<file path="config.mk">
export PLATFORM = sky130hd
export DESIGN_NAME = modular_exponentiation_core
export DESIGN_NICKNAME = d
export VERILOG_FILES = /design/src/rtl/mexp_pkg.sv /design/src/rtl/mexp_mul.sv /design/src/rtl/modular_exponentiation_core.sv
export SDC_FILE = /design/constraint.sdc
export NUM_CORES = 1
export LEC_CHECK = 0
export ABC_AREA = 1
export BUFFER_PORTS_ARGS = -buffer_cell sky130_fd_sc_hd__buf_4
export CELL_PAD_IN_SITES_DETAIL_PLACEMENT = 1
export CELL_PAD_IN_SITES_GLOBAL_PLACEMENT = 1
export CORE_ASPECT_RATIO = 1.75
export CORE_UTILIZATION = 40
export CTS_CLUSTER_DIAMETER = 120
export DETAILED_ROUTE_END_ITERATION = 7
export PLACE_DENSITY = 0.72
export SYNTH_ARGS = -nofsm -noshare
export SYNTH_HDL_FRONTEND = slang
export SYNTH_SLANG_ARGS = --single-unit
export TNS_END_PERCENT = 10
</file>
<file path="constraint.sdc">
create_clock -name clk -period 4.8 [get_ports clk]
set_input_delay 0.48 -clock clk [delete_from_list [all_inputs] [get_ports clk]]
set_output_delay 0.48 -clock clk [all_outputs]
set_load 0.01 [all_outputs]
</file>
<file path="src/rtl/mexp_pkg.sv">
// Shared types and constants for the modular exponentiation core.
`timescale 1ns / 1ps

package mexp_pkg;

    // Operand width of base, exponent, modulus and result
    localparam int OPERAND_WIDTH = 31;
    // Bit counter of the serial multiplier; holds OPERAND_WIDTH - 1
    localparam int CNT_W = $clog2(OPERAND_WIDTH);
    // Working width of the multiplier datapath: sum below 3 * 2^W plus a sign bit
    localparam int EXT_W = OPERAND_WIDTH + 3;

    typedef logic [OPERAND_WIDTH-1:0] opnd_t;
    typedef logic [CNT_W-1:0]         cnt_t;
    typedef logic [EXT_W-1:0]         ext_t;

    localparam opnd_t OPND_ZERO = opnd_t'(0);
    localparam opnd_t OPND_ONE  = opnd_t'(1);
    localparam opnd_t OPND_TWO  = opnd_t'(2);

    // Request to the serial modular multiplier
    typedef struct packed {
        logic  start;
        opnd_t a;
        opnd_t b;
    } mul_req_t;

    // Response from the serial modular multiplier
    typedef struct packed {
        logic  done;
        opnd_t product;
    } mul_rsp_t;

    // Sequencer states of the top level
    typedef enum logic [4:0] {
        ST_IDLE = 5'b00001,
        ST_RED  = 5'b00010,
        ST_STEP = 5'b00100,
        ST_MUL  = 5'b01000,
        ST_SQR  = 5'b10000
    } state_t;

endpackage

</file>
<file path="src/rtl/mexp_mul.sv">
// Bit-serial modular multiplier: (a * b) mod m, one bit of b per cycle, MSB first.
`timescale 1ns / 1ps

module mexp_mul
(
    input  logic               clk,
    input  logic               rst_n,
    input  mexp_pkg::mul_req_t req,
    input  mexp_pkg::opnd_t    m,
    output mexp_pkg::mul_rsp_t rsp
);

    logic            busy_reg, busy_next;
    logic            done_reg, done_next;
    mexp_pkg::cnt_t  cnt_reg, cnt_next;
    mexp_pkg::opnd_t acc_reg, acc_next;
    mexp_pkg::opnd_t a_reg, a_next;
    mexp_pkg::opnd_t b_reg, b_next;

    mexp_pkg::ext_t  sum;
    mexp_pkg::ext_t  diff1;
    mexp_pkg::ext_t  diff2;
    mexp_pkg::opnd_t acc_step;

    // One step: acc = (2*acc + bit*a) mod m, with both reductions tried in parallel
    always_comb
    begin
        sum   = (mexp_pkg::ext_t'(acc_reg) << 1)
              + (b_reg[mexp_pkg::OPERAND_WIDTH-1] ? mexp_pkg::ext_t'(a_reg) : '0);
        diff1 = sum - mexp_pkg::ext_t'(m);
        diff2 = sum - (mexp_pkg::ext_t'(m) << 1);
        if (!diff2[mexp_pkg::EXT_W-1])
        begin
            acc_step = diff2[mexp_pkg::OPERAND_WIDTH-1:0];
        end
        else if (!diff1[mexp_pkg::EXT_W-1])
        begin
            acc_step = diff1[mexp_pkg::OPERAND_WIDTH-1:0];
        end
        else
        begin
            acc_step = sum[mexp_pkg::OPERAND_WIDTH-1:0];
        end
    end

    // Load on start, then shift b out one bit per cycle
    always_comb
    begin
        busy_next = busy_reg;
        done_next = 1'b0;
        cnt_next  = cnt_reg;
        acc_next  = acc_reg;
        a_next    = a_reg;
        b_next    = b_reg;
        if (req.start)
        begin
            busy_next = 1'b1;
            cnt_next  = mexp_pkg::cnt_t'(mexp_pkg::OPERAND_WIDTH - 1);
            acc_next  = mexp_pkg::OPND_ZERO;
            a_next    = req.a;
            b_next    = req.b;
        end
        else if (busy_reg)
        begin
            acc_next = acc_step;
            b_next   = b_reg << 1;
            cnt_next = cnt_reg - mexp_pkg::cnt_t'(1);
            if (cnt_reg == '0)
            begin
                busy_next = 1'b0;
                done_next = 1'b1;
            end
        end
    end

    // Control state
    always_ff @(posedge clk or negedge rst_n)
    begin
        if (!rst_n)
        begin
            busy_reg <= 1'b0;
            done_reg <= 1'b0;
            cnt_reg  <= '0;
        end
        else
        begin
            busy_reg <= busy_next;
            done_reg <= done_next;
            cnt_reg  <= cnt_next;
        end
    end

    // Datapath
    always_ff @(posedge clk)
    begin
        acc_reg <= acc_next;
        a_reg   <= a_next;
        b_reg   <= b_next;
    end

    assign rsp.done    = done_reg;
    assign rsp.product = acc_reg;

endmodule

</file>
<file path="src/rtl/modular_exponentiation_core.sv">
// Top level: modular exponentiation by right-to-left square and multiply.
//
// Usage:
//   Input: an item is taken at a rising edge with start high and busy low.
//   func = 0 computes base_value ^ exponent_value mod modulus_value;
//   func = 1 uses modulus_value - 2 as exponent (Fermat inverse for a prime).
//   Output: result_value is valid for exactly one cycle while done is high;
//   the receiver cannot stall, so it must take the item in that cycle.
//   Flow: a modulus of zero answers 0 in the cycle after the item is taken.
//   Otherwise the base is first reduced, then each exponent bit up to the
//   highest set one costs one square and, for a set bit, one multiply, each
//   in the shared bit-serial multiplier; the highest set bit needs no square.
//   One item is in work at a time and busy stays high until done.
//   A base that reduces to zero ends right after the reduction with result 0.
//   Reset: asynchronous, active low; the block returns to idle, no item and
//   no result pending.
`timescale 1ns / 1ps

module modular_exponentiation_core
(
    input  logic                      clk,
    input  logic                      rst_n,
    input  logic                      start,
    output logic                      busy,
    input  logic                      func,
    input  logic [mexp_pkg::OPERAND_WIDTH-1:0] base_value,
    input  logic [mexp_pkg::OPERAND_WIDTH-1:0] exponent_value,
    input  logic [mexp_pkg::OPERAND_WIDTH-1:0] modulus_value,
    output logic                      done,
    output logic [mexp_pkg::OPERAND_WIDTH-1:0] result_value
);

    mexp_pkg::state_t   state_reg, state_next;
    mexp_pkg::opnd_t    m_reg, m_next;
    mexp_pkg::opnd_t    e_reg, e_next;
    mexp_pkg::opnd_t    acc_reg, acc_next;
    mexp_pkg::opnd_t    sq_reg, sq_next;
    mexp_pkg::opnd_t    result_reg, result_next;
    logic               done_reg, done_next;

    mexp_pkg::mul_req_t mul_req;
    mexp_pkg::mul_rsp_t mul_rsp;

    // Shared serial multiplier
    mexp_mul u_mul
    (
        .clk   (clk),
        .rst_n (rst_n),
        .req   (mul_req),
        .m     (m_reg),
        .rsp   (mul_rsp)
    );

    // Sequencer
    always_comb
    begin
        state_next  = state_reg;
        m_next      = m_reg;
        e_next      = e_reg;
        acc_next    = acc_reg;
        sq_next     = sq_reg;
        result_next = result_reg;
        done_next   = 1'b0;
        mul_req     = '0;
        unique case (state_reg)
            mexp_pkg::ST_IDLE:
            begin
                if (start)
                begin
                    m_next = modulus_value;
                    if (func)
                    begin
                        e_next = (modulus_value >= mexp_pkg::OPND_TWO)
                               ? (modulus_value - mexp_pkg::OPND_TWO)
                               : mexp_pkg::OPND_ZERO;
                    end
                    else
                    begin
                        e_next = exponent_value;
                    end
                    if (modulus_value == mexp_pkg::OPND_ZERO)
                    begin
                        result_next = mexp_pkg::OPND_ZERO;
                        done_next   = 1'b1;
                    end
                    else
                    begin
                        // base mod m computed as (1 * base) mod m
                        mul_req.start = 1'b1;
                        mul_req.a     = mexp_pkg::OPND_ONE;
                        mul_req.b     = base_value;
                        state_next    = mexp_pkg::ST_RED;
                    end
                end
            end
            mexp_pkg::ST_RED:
            begin
                if (mul_rsp.done)
                begin
                    sq_next  = mul_rsp.product;
                    acc_next = mexp_pkg::OPND_ONE;
                    if (mul_rsp.product == mexp_pkg::OPND_ZERO)
                    begin
                        result_next = mexp_pkg::OPND_ZERO;
                        done_next   = 1'b1;
                        state_next  = mexp_pkg::ST_IDLE;
                    end
                    else
                    begin
                        state_next = mexp_pkg::ST_STEP;
                    end
                end
            end
            mexp_pkg::ST_STEP:
            begin
                // Remaining exponent bits zero: nothing more changes acc
                if (e_reg == mexp_pkg::OPND_ZERO)
                begin
                    result_next = acc_reg;
                    done_next   = 1'b1;
                    state_next  = mexp_pkg::ST_IDLE;
                end
                else if (e_reg[0])
                begin
                    mul_req.start = 1'b1;
                    mul_req.a     = acc_reg;
                    mul_req.b     = sq_reg;
                    state_next    = mexp_pkg::ST_MUL;
                end
                else
                begin
                    mul_req.start = 1'b1;
                    mul_req.a     = sq_reg;
                    mul_req.b     = sq_reg;
                    state_next    = mexp_pkg::ST_SQR;
                end
            end
            mexp_pkg::ST_MUL:
            begin
                if (mul_rsp.done)
                begin
                    acc_next   = mul_rsp.product;
                    e_next     = {e_reg[mexp_pkg::OPERAND_WIDTH-1:1], 1'b0};
                    state_next = mexp_pkg::ST_STEP;
                end
            end
            mexp_pkg::ST_SQR:
            begin
                if (mul_rsp.done)
                begin
                    sq_next    = mul_rsp.product;
                    e_next     = e_reg >> 1;
                    state_next = mexp_pkg::ST_STEP;
                end
            end
            default:
            begin
                state_next = mexp_pkg::ST_IDLE;
            end
        endcase
    end

    // Control state
    always_ff @(posedge clk or negedge rst_n)
    begin
        if (!rst_n)
        begin
            state_reg <= mexp_pkg::ST_IDLE;
            done_reg  <= 1'b0;
        end
        else
        begin
            state_reg <= state_next;
            done_reg  <= done_next;
        end
    end

    // Datapath
    always_ff @(posedge clk)
    begin
        m_reg      <= m_next;
        e_reg      <= e_next;
        acc_reg    <= acc_next;
        sq_reg     <= sq_next;
        result_reg <= result_next;
    end

    assign busy         = (state_reg != mexp_pkg::ST_IDLE);
    assign done         = done_reg;
    assign result_value = result_reg;

endmodule

</file>
### Word-level counts from Yosys, hierarchy flattened

Index checks and enable logic that the tools add are counted.
Widths: inputs -> output; s select.

* $add $sub $neg: 5
* magnitude comparators: 1
* equal/unequal tests: 15
* muxes and demuxes: 47
* bitwise operators: 1
* reduce and logical (&&, ||, !) cells: 18

Operator list (number)
* $mux 31: 16
* $mux 63: 3
* $pmux 31 s3: 2
* $pmux 63 s2: 1
* $logic_not 31->1: 3
* $mux 62: 1
* $pmux 31 s2: 1
* $mux 5: 8
* $add 32x34->34: 1
* $sub 34x31->34: 1
* $sub 34x32->34: 1
* $ge 31x2->1 const B: 1
* $sub 31x2->31 const B: 1
* $pmux 5 s4: 1
* $mux 1: 12
* $reduce_and 4->1: 3
* $ne 2x2->1 const B: 5
* $ne 2x1->1 const B: 4
* $reduce_and 6->1: 1
* $reduce_bool 2->1: 3
* $reduce_bool 3->1: 2
* $eq 5x1->1 const B: 1
* $eq 5x2->1 const B: 1
* $eq 5x3->1 const B: 1
* 11 further kinds: 13

* bits in registers: 261
* input port bits: 97
* output and inout bits: 33
* logic and storage cells: 101

### Longest topological paths before layout

Gate-level depths: netlist (run 1).

* depth after elaboration: 5
* mapped depth: 31
* gate-level depth less buffers: 29

### By module

Synthesis (run 1) repeated with hierarchy kept, for this count alone.

* cell total of the unflattened synthesis: 2672
* area total of the unflattened synthesis: 19090.8 um2

Modules (own cells, without submodules)
* mexp_mul: times used 1, cells each 1731, area each 10764.1 um2, seq. area each 2657.5 um2
* modular_exponentiation_core: times used 1, cells each 941, area each 8326.7 um2, seq. area each 4805.9 um2

### Worst setup path before layout (run 1)

OpenSTA, ideal clock, no wires.

* kind: register to register
* from: register u_mul.b_reg[30]
* to: register u_mul.acc_reg[23]
* library setup time: 0.109 ns
* arrival: 3.608 ns
* required time: 4.691 ns
* setup slack: 1.083 ns
* stages on the path, launching flop included: 30
* path buffers: 2
* clock period less this slack: 3.717 ns
* path through: edfxtp_1 -> clkbuf_1 -> nand2_1 -> inv_1 -> ha_1 -> inv_1 -> fa_1 -> inv_1 -> nand2_1 -> nand3_1 -> nand2_1 -> nand2_2 -> a21oi_1 -> xnor2_1 -> ha_1 -> nand2_1 -> o21ai_0 -> inv_1 -> nand2_1 -> a21oi_1 -> nand2_1 -> nand2_2 -> nand3_4 -> buf_4 -> nand2_1 -> nand2_1 -> nand2_1 -> nand3_1 -> nand2_1 -> inv_1

* longest elaborated chain between the ends: 5
* elaborated cells on any way between the ends: 6
* classes of those cells: add/sub (3); mux (3)

RTL lines
* start: declaration: line mexp_mul.sv:18 `mexp_pkg::opnd_t b_reg, b_next;`
* start signal: assignment: line mexp_mul.sv:98 `b_reg <= b_next;`
* $mux 31 *: line mexp_mul.sv:29 `+ (b_reg[mexp_pkg::OPERAND_WIDTH-1] ? mexp_pkg::ext_t'(a_reg) : '0);`
* $add 32x34->34 *: line mexp_mul.sv:29
* $sub 34x31->34: line mexp_mul.sv:30 `diff1 = sum - mexp_pkg::ext_t'(m);`
* $mux 31: line mexp_mul.sv:36 `else if (!diff1[mexp_pkg::EXT_W-1])`
* $mux 31 *: line mexp_mul.sv:32 `if (!diff2[mexp_pkg::EXT_W-1])`
* end signal: assignment: line mexp_mul.sv:96 `acc_reg <= acc_next;`
* end: declaration: line mexp_mul.sv:16 `mexp_pkg::opnd_t acc_reg, acc_next;`

Every way passes the cells marked *; elsewhere a longest branch is shown, timed or not.
A chain may end at the register's enable or synchronous reset.

### Final worst setup path (run 1)

* from: register u_mul.b_reg[30]
* to: register u_mul.acc_reg[24]

The elaborated chain is that of the path after synthesis.

==> run_results.csv, run 1 <==
group,metric,value,unit
global_routing,grt_pass1_wl,106,mm
routing,via_count,16900,
yosys,synth-edff-count,217,
clocking,cts_made_buffers,27,
timing,fmax,218,MHz
critical_path,slowest_delay,440,ps
routing,top_layer,"met4",
placement,place.gp.congestion,0.932,
cells_and_area,final_nets,2728,
floorplan,rows,102,
min_path,hp-class,"in -> reg",
routing,drc,0,
critical_path,cp_data_required_time,5260,ps
floorplan,dieHeight,283,um
floorplan,core,44300,um^2
global_routing,track_usage,0.311,
yosys,synthTopCellsByArea,"edfxtp_1, nand2_1, inv_1, ha_1, nor2_1",
critical_path,setup.worst_path.start_class,"register",
timing,fin_skew,21.8,ps
yosys,synth_nets,2523,
critical_path,worstPathCellList,"buf_4, buf_4, nand2_1, inv_1, ha_1, buf_4, a21oi_1, nand2_1, a21oi_1, nand2_2, a21oi_1, xnor2_1, buf_4, ha_1, nand4_1, nor3_1, o21ai_0, nand3_1, nand2_1, nand3_1, nand2_1, nand2_1, a21oi_1",
cells_and_area,final_cell_mix,"nand2_1, inv_1, buf_4, nor2_1, edfxtp_1",
critical_path,cpMostUsedCell,"nand2_1",
cells_and_area,antenna_cells,0,
critical_path,end_kind,"register",
run,drv_cap,0,
yosys,synthesis.instances,2328,
routing,antenna_left,0,
placement,port_buffers,129,
timing,worst_pin_slew,1190,ps
clocking,clockBufferDepth,3,
clocking,cts_sinks,261,
critical_path,critPathMaxFanout,7,
cells_and_area,drive_gt1_frac,0.143,
yosys,yosysWarnings,0,
routing,drt-vias-per-instance,5.40,
yosys,yosys_register_bits,261,
yosys,synth_top_family_by_area,"simple AND/OR/NAND/NOR gates",
global_routing,grt_max_degree,40,
clocking,cts_tree,"built",
global_routing,grt_pass1_vias,18600,
timing,fin_crit_sh,0.955,
placement,placed_cell_area,20200,um^2
yosys,async_flop_share,0.0498,
critical_path,cp_slowest_cell,"nor3_1",
routing,wl_met2,40.6,mm
yosys,synth-simple-area-share,0.262,
cells_and_area,fill_cells,5496,
critical_path,r2r_cells,23,
routing,wl_per_cell,22.7,um
routing,drt_iter0_markers,757,
timing,hold-worst-slack,78.8,ps
yosys,synth_area_per_cell,7.73,um^2
cells_and_area,final_util,0.482,
floorplan,start_util,0.406,
clocking,path_clk_slew,70,ps
yosys,synthAdderAreaFrac,0.0694,
yosys,synth_compound_area_frac,0.119,
critical_path,worstPathArrival,5050,ps
yosys,muxShareOfSynthArea,0,
timing,relSlewSlack,0.208,
routing,met1_length,23.5,mm
clocking,insertion_delay,580,ps
placement,dp_hpwl,59.0,mm
cells_and_area,mostFrequentLayoutCell,"nand2_1",
timing,fin_crit,4590,ps
critical_path,worstSetupPathType,"reg -> reg",
min_path,whs_path_depth,1,
routing,first_pass_iters,5,
routing,met3_length,1.52,mm
clocking,cts-root-buf,"clkbuf_16",
routing,drt-total-wl,70.8,mm
floorplan,die-width,162,um
placement,dp.cells,3071,
yosys,synth_xor_area_frac,0.0443,
timing,finalMaxSlewViolations,0,
floorplan,dieArea,45900,um^2
yosys,yosys.area.top_type,"edfxtp_1",
yosys,synth.distinct_cells,56,
yosys,ys_seq_area_frac,0.415,
yosys,synth_ff_type,"edfxtp_1",
floorplan,ios,130,
cells_and_area,fin_cells,3124,
yosys,yosysTopAreaCellShare,0.362,
cells_and_area,layout-area-overhead-vs-synth,18.7,%
global_routing,overflow,0,
clocking,htree_levels,1,
status,outcome,"finished, final reports clean",
cells_and_area,final_cell_area,21400,um^2
timing,hold_viol,0,
global_routing,antenna_found_initial,0,
yosys,syn-cell-area,18000,um^2
timing,finalSetupViolCount,0,
==> critical path: cells and delay by family (launching register included) <==
family	cells	cell delay [ps]
simple gates	10	1600
flops	1	380
compound gates	5	980
xor+xnor	1	80
buf+inv	5	700
fa+ha+maj	2	690
==> cells by family (layout without fill, tap and decap cells) <==
kind of cell             after synthesis  after routing
AO/OA/AOI/OAI                        368            368
XOR/XNOR                              91             91
flip-flops                           261            261
adder cells (fa/ha/maj)               98             98
AND/OR/NAND/NOR                     1102           1102
buffers and inverters                408            632
==> cell type report <==
type	count	area [um^2]	area share
repair buffers	235	1800	0.0842
clock buffers	32	694	0.0325
flip-flops and latches	261	7460	0.349
inverters	349	1310	0.0614
clock inverters	16	228	0.0107
multi-input cells	1659	9150	0.428
well taps	572	716	0.0335
==> metal layers <==
| metal | GRT usage | vias up |
|---|---|---|
| li1 | - | 8120 |
| met1 | 0.278 | 8221 |
| met2 | 0.648 | 364 |
| met3 | 0.0194 | 165 |
| met4 | 0.207 | 0 |
| met5 | 0 | - |
==> what timing repair did <==
action,4_1_cts,5_1_grt
pin swaps,0,3
gates resized for setup,6,45
buffers inserted,3,1
hold endpoints to repair,13,0
hold buffers,1,0
setup endpoints to repair,30,31
==> synth_stat cells, types with 2 or more instances <==
cell type    n
or2_2        7
clkinv_2     2
a21o_1       9
a22o_1      28
xor2_1      76
o21a_1       6
o22ai_1     29
nand3_2     10
o21ai_1     15
ha_1        95
o211ai_1     2
nor3_1      22
a22oi_1      2
dfrtp_1     12
o21ai_0     91
nor2_1     230
nand3_1    125
o21bai_1    10
nand3_4      2
nand2_4      2
clkbuf_1    31
buf_4        9
and2_1       3
a21oi_1    150
nor4_1      24
fa_1         3
buf_2       13
nor3b_1      2
dfxtp_1     31
edfxtp_1   217
nand3b_1     2
buf_6        3
nand4_1     32
nand2_1    621
a21boi_0     3
nand2_2     10
inv_2        2
xnor2_1     15
inv_1      345
nor3_4       2
o221ai_1    20
==> worst paths after layout <==
| path | startpoint | end | slack (ps) |
|---|---|---|---|
| max | u_mul.b_reg[30]$_DFFE_PP_ | u_mul.acc_reg[24]$_SDFFE_PP0P_ | 210 |
| min | modulus_value[7] | m_reg[7]$_DFFE_PP_ | 80 |
| max reg2reg | u_mul.b_reg[30]$_DFFE_PP_ | u_mul.acc_reg[24]$_SDFFE_PP0P_ | 210 |
| min reg2reg | u_mul.acc_reg[29]$_SDFFE_PP0P_ | sq_reg[29]$_DFFE_PP_ | 510 |
| max in group asynchronous | rst_n | state_reg[0]$_DFFE_PN1P_ | 4280 |
| min in group asynchronous | rst_n | u_mul.done_reg$_DFF_PN0_ | 280 |
==> through the flow <==
step / setup WS, ps / TNS (ps)
5_1_grt: -14.6 / -14.6
6_report: 214 / 0
4_1_cts: 18.1 / 0
3_3_place_gp: -111 / -1550
2_1_floorplan: 1080 / 0
3_5_place_dp: -243 / -4000
Power of run 1 is not shown: default switching activity piles up to over one toggle a cycle in this logic, so the estimate is an artifact.
==> run 2, diff against run 1 <==
REMOVE_ABC_BUFFERS = 1   (was default)
==> run 2 against run 1 <==
Net effect:
- hold slack better by 19 ps
- sequential share of layout area shrank 1.1 points
- setup slack worse by 3.2 ps
- fmax about the same
- die area is the same
- wire length up 2.8%
- final cell count increased by 3.0%
- first-iteration DRC count down 7.7%
- critical endpoint is now u_mul.acc_reg[26]$_SDFFE_PP0P_
- largest cell class unchanged
==> run_results.csv, run 2 (same netlist as run 1, synthesis figures left out) <==
group,metric,value,unit
critical_path,setup.worst_path.start_class,"register",
cells_and_area,drive_gt1_frac,0.169,
placement,dp_hpwl,60.7,mm
routing,wl_per_cell,22.6,um
routing,drc,0,
cells_and_area,mostFrequentLayoutCell,"nand2_1",
global_routing,grt_pass1_vias,19300,
routing,first_pass_iters,4,
placement,port_buffers,129,
floorplan,ios,130,
timing,finalMaxSlewViolations,0,
global_routing,overflow,0,
floorplan,start_util,0.406,
timing,fin_crit_sh,0.956,
cells_and_area,fin_cells,3217,
clocking,htree_levels,1,
run,drv_cap,0,
clocking,insertion_delay,580,ps
critical_path,slowest_delay,430,ps
placement,placed_cell_area,21000,um^2
floorplan,dieHeight,283,um
global_routing,track_usage,0.322,
placement,dp.cells,3167,
floorplan,die-width,162,um
global_routing,grt_pass1_wl,110,mm
timing,fmax,218,MHz
clocking,cts_sinks,261,
cells_and_area,final_cell_mix,"nand2_1, inv_1, buf_4, nor2_1, edfxtp_1",
timing,worst_pin_slew,1190,ps
timing,hold_viol,0,
cells_and_area,multiInputGateArea,9110,um^2
floorplan,core,44300,um^2
cells_and_area,layout-area-overhead-vs-synth,22.6,%
clocking,clockBufferDepth,3,
cells_and_area,final_cell_area,22100,um^2
clocking,cts_tree,"built",
cells_and_area,antenna_cells,0,
floorplan,dieArea,45900,um^2
cells_and_area,ff_latch_area,7460,um^2
global_routing,antenna_found_initial,0,
timing,relSlewSlack,0.204,
timing,fin_crit,4590,ps
status,outcome,"finished, final reports clean",
critical_path,worstPathArrival,5070,ps
clocking,cts_made_buffers,28,
critical_path,worstSetupPathType,"reg -> reg",
min_path,hp-class,"in -> reg",
timing,fin_skew,17.5,ps
critical_path,end_kind,"register",
critical_path,cpMostUsedCell,"nand2_1",
routing,drt-total-wl,72.8,mm
routing,drt-vias-per-instance,5.37,
critical_path,cp_slowest_cell,"edfxtp_1",
critical_path,cp_data_required_time,5280,ps
routing,antenna_left,0,
global_routing,grt_max_degree,37,
timing,tns,0,ps
floorplan,rows,102,
clocking,path_clk_slew,70,ps
cells_and_area,final_util,0.498,
timing,rsz0062_at_grt,"true",
routing,via_count,17300,
clocking,cts-root-buf,"clkbuf_16",
cells_and_area,fill_cells,5518,
cells_and_area,final_nets,2822,
placement,place.gp.congestion,1.00,
timing,finalSetupViolCount,0,
critical_path,critPathMaxFanout,28,
routing,drt_iter0_markers,699,
==> run 2: cell types whose count changed in the layout (fill, tap and decap cells not counted), sizes merged <==
cell	previous run	this run
clkinvlp	0	2
inv	350	349
clkinv	10	7
clkbuf	32	36
buf	234	327
bufinv	5	3
==> run 2: through the flow <==
step | hold slack [ps] | setup slack [ps]
finish | 97.5 | 211
global route | 89.5 | -40.0
CTS | 81.8 | 32.2
detailed placement | 336 | -463
global placement | 335 | -362
floorplan | 184 | 157
==> run 2: worst paths after layout <==
path | startpoint | end | slack, ps | cells after the start
setup / recovery | u_mul.b_reg[30]$_DFFE_PP_ | u_mul.acc_reg[26]$_SDFFE_PP0P_ | 210 | 28
hold / removal | modulus_value[6] | m_reg[6]$_DFFE_PP_ | 100 | 1
setup reg to reg | u_mul.b_reg[30]$_DFFE_PP_ | u_mul.acc_reg[26]$_SDFFE_PP0P_ | 210 | 28
hold reg to reg | u_mul.acc_reg[29]$_SDFFE_PP0P_ | sq_reg[29]$_DFFE_PP_ | 500 | 0
max in group asynchronous | rst_n | state_reg[0]$_DFFE_PN1P_ | 4270 | 2
min in group asynchronous | rst_n | u_mul.busy_reg$_DFF_PN0_ | 290 | 2
==> run 2: worst max-delay path: cells and delay by family (launching register included) <==
kind                     cells  cell delay (ps)
buffers and inverters        9             1110
adder cells (fa/ha/maj)      2              660
AO/OA/AOI/OAI                1              270
flip-flops                   1              430
AND/OR/NAND/NOR             15             1840
XOR/XNOR                     1              170
==> run 2: repair_timing <==
item / CTS / global route
endpoints found under the setup margin: 31 / 31
hold endpoints to repair: 13 / 0
gates resized for setup: 11 / 25
pin swaps: 0 / 2
setup buffers: 0 / 1
hold buffers: 1 / 0
==> run 2: layout make-up <==
cell class                 instances  share of cell area
timing repair buffer             328               0.114
multi-input combinational       1659               0.413
sequential                       261               0.338
tap                              572              0.0324
inverter                         349              0.0598
clock inverter                    12             0.00743
clock buffer                      36              0.0350
==> run 2: routing by layer <==
layer / part of all wire / track usage / vias to the layer above
met5: 0 / 0 / -
met4: 0.092 / 0.255 / 0
met3: 0.025 / 0.0238 / 200
met2: 0.54 / 0.626 / 392
met1: 0.34 / 0.307 / 8381
li1: - / - / 8315
Power of run 2 is left out for the same reason.
==> run 3, diff against run 2 <==
PLACE_DENSITY = 0.73   (was 0.72)
SYNTH_HIERARCHICAL = 1   (was default)
==> run 3 against run 2 <==
Net effect:
- fmax fell by 0.52%
- critical path depth down 4
- core utilization shrank 2.7 points
- wire length is 4.2% higher
- final area increased by 0.49%
- register-to-register slack got worse by 20 ps
- clock skew grew 7.1 ps
- critical path type unchanged
==> run_results.csv, run 3 <==
group,metric,value,unit
placement,dp_hpwl,63.4,mm
yosys,synthTopCellsByArea,"edfxtp_1, nand2_1, inv_1, ha_1, nor2_1",
clocking,cts_made_buffers,28,
cells_and_area,layout-area-overhead-vs-synth,16.1,%
critical_path,worstSetupPathType,"reg -> reg",
min_path,hp-class,"in -> reg",
timing,finalMaxSlewViolations,0,
timing,rsz0062_at_grt,"true",
floorplan,start_util,0.406,
cells_and_area,mostFrequentLayoutCell,"nand2_1",
yosys,yosys.area.top_type,"edfxtp_1",
critical_path,regToRegSetupSlack,190,ps
critical_path,setup.worst_path.start_class,"register",
routing,drc,0,
clocking,cts_sinks,261,
critical_path,r2r_cells,24,
yosys,synthesis.instances,2672,
cells_and_area,final_util,0.471,
clocking,cts-root-buf,"clkbuf_16",
timing,worst_pin_slew,1140,ps
yosys,yosysTopAreaCellShare,0.341,
yosys,async_flop_share,0.0498,
min_path,min_to,"m_reg[25]$_DFFE_PP_",
floorplan,rows,105,
cells_and_area,fill_cells,6093,
timing,relSlewSlack,0.241,
floorplan,ios,130,
status,outcome,"finished, final reports clean",
routing,drt-vias-per-instance,5.36,
cells_and_area,final_cell_mix,"nand2_1, inv_1, nor2_1, edfxtp_1, buf_4",
global_routing,antenna_found_initial,0,
yosys,synth_ff_type,"edfxtp_1",
critical_path,end_kind,"register",
yosys,synth_area_per_cell,7.14,um^2
cells_and_area,antenna_cells,0,
timing,fmax,217,MHz
timing,fin_crit,4610,ps
routing,wl_per_cell,22.0,um
run,drv_cap,0,
global_routing,grt_pass1_vias,20100,
power,p_per_area,777,nW/um^2
floorplan,die-width,167,um
power,p_leak,10.8,nW
placement,port_buffers,129,
yosys,ys_seq_area_frac,0.391,
floorplan,dieArea,48600,um^2
routing,first_pass_iters,5,
routing,via_count,18400,
floorplan,dieHeight,291,um
clocking,htree_levels,1,
global_routing,track_usage,0.313,
yosys,synth.distinct_cells,50,
timing,finalSetupViolCount,0,
yosys,yosys_register_bits,261,
timing,fin_skew,24.6,ps
clocking,clockBufferDepth,3,
yosys,yosysWarnings,6,
routing,drt_iter0_markers,817,
cells_and_area,final_nets,3031,
critical_path,reg2reg_to,"u_mul/acc_reg[30]$_SDFFE_PP0P_",
clocking,path_clk_slew,70,ps
placement,place.gp.congestion,0.991,
yosys,synth_common_cells,"nand2_1, inv_1, nor2_1",
critical_path,worstPathArrival,5090,ps
routing,antenna_left,0,
cells_and_area,drive_gt1_frac,0.119,
min_path,hold_start,"modulus_value[25]",
global_routing,grt_pass1_wl,116,mm
yosys,syn-cell-area,19100,um^2
timing,fin_crit_sh,0.961,
yosys,synth-edff-count,217,
global_routing,grt_max_degree,70,
routing,drt-total-wl,75.9,mm
critical_path,cp_data_required_time,5280,ps
floorplan,core,47000,um^2
min_path,whs_path_depth,1,
critical_path,critPathMaxFanout,15,
power,power,0.0172,W
clocking,cts_tree,"built",
yosys,synth.most_common_cell,"nand2_1",
clocking,insertion_delay,580,ps
global_routing,overflow,0,
critical_path,r2r_start,"u_mul/b_reg[30]$_DFFE_PP_",
power,ir_drop,0.486,mV
timing,hold_viol,0,
==> run 3: changes by cell type in the layout (fill, tap and decap cells not counted), sizes merged, moves of 36 or more <==
cell,change
nand2,+212
buf,-126
inv,+82
nor2,+63
nand3,+44
xor2,-36
==> run 3: metal layers <==
metal	vias to the layer above	global-route usage	share of wire
li1	8965	-	-
met5	-	0	0
met3	165	0.0243	0.026
met2	374	0.621	0.55
met4	0	0.181	0.065
met1	8944	0.315	0.36
==> run 3: how the worst max path moves through the flow <==
stage                                         start                        endpoint  depth (start not counted)  slack (ps)
final                     u_mul/b_reg[30]$_DFFE_PP_  u_mul/acc_reg[30]$_SDFFE_PP0P_                         24         190
after CTS                 u_mul/b_reg[30]$_DFFE_PP_  u_mul/acc_reg[25]$_SDFFE_PP0P_                         26          30
after global placement    u_mul/b_reg[30]$_DFFE_PP_  u_mul/acc_reg[25]$_SDFFE_PP0P_                         23        -120
after global routing      u_mul/b_reg[30]$_DFFE_PP_  u_mul/acc_reg[28]$_SDFFE_PP0P_                         31         -20
after detailed placement  u_mul/b_reg[30]$_DFFE_PP_  u_mul/acc_reg[25]$_SDFFE_PP0P_                         23        -230
after floorplan            state_reg[3]$_DFFE_PN0P_        u_mul/busy_reg$_DFF_PN0_                         11        -970
==> run 3: kinds of logic (layout without fill, tap and decap cells) <==
kind of cell,count (synthesis),after routing,share of synthesized area
adder cells (fa/ha/maj),98,98,0.0654
buffers and inverters,498,682,0.104
XOR/XNOR,69,69,0.0317
AND/OR/NAND/NOR,1435,1435,0.319
flip-flops,261,261,0.391
AO/OA/AOI/OAI,311,311,0.0897
==> run 3: final cells by class <==
cell class              count  area [um^2]  share of cell area
clock inverters            13          164             0.00739
well taps                 588          736              0.0332
clock buffers              37          806              0.0363
inverters                 430         1610              0.0728
repair buffers            202         1590              0.0715
flip-flops and latches    261         7460               0.337
multi-input cells        1913         9810               0.442
==> run 3: timing repair <==
action,4_1_cts,5_1_grt
hold buffers,1,0
pin swaps,1,0
buffers inserted,1,0
setup endpoints to repair,29,31
resized for setup,4,31
endpoints found under the hold margin,13,0
==> run 3: where the power goes <==
part | internal [W] | leakage, nW | switching [W]
combinational | 0.00367 | 7.78 | 0.00752
clock | 0.00134 | 0.473 | 0.000964
sequential | 0.00329 | 2.56 | 0.000450
==> run 3: through the flow <==
step	cell area [um^2]	TNS [ps]	std cells	setup slack, ps	hold slack [ps]
after floorplan	18700	-65580	2604	-974	184
after global placement	21100	-123	3392	-123	337
after detailed placement	21100	-649	3392	-233	340
after CTS	22100	0	3444	30.7	86.9
after global routing	22200	-55.8	3444	-15.9	99.0
final	22200	0	3444	187	119
==> run 3: critical path: stages (launching register included) <==
cell and delay, ps:
edfxtp_1 420, buf_12 160, nand2_1 60, inv_1 60, ha_1 180, inv_1 60, fa_1 460, o21bai_4 220
nand2_1 70, nand2_1 140, xor2_1 310, inv_1 160, ha_1 400, nand2_1 140, nor2_1 140, buf_4 140
nand2_1 80, o21ai_0 510, nand3_1 300, nand2_1 150, nand2_1 60, nand3_1 70, nand3_1 80, nand2_1 110
inv_1 40
No activity file was read; power rests on OpenSTA's default activity.
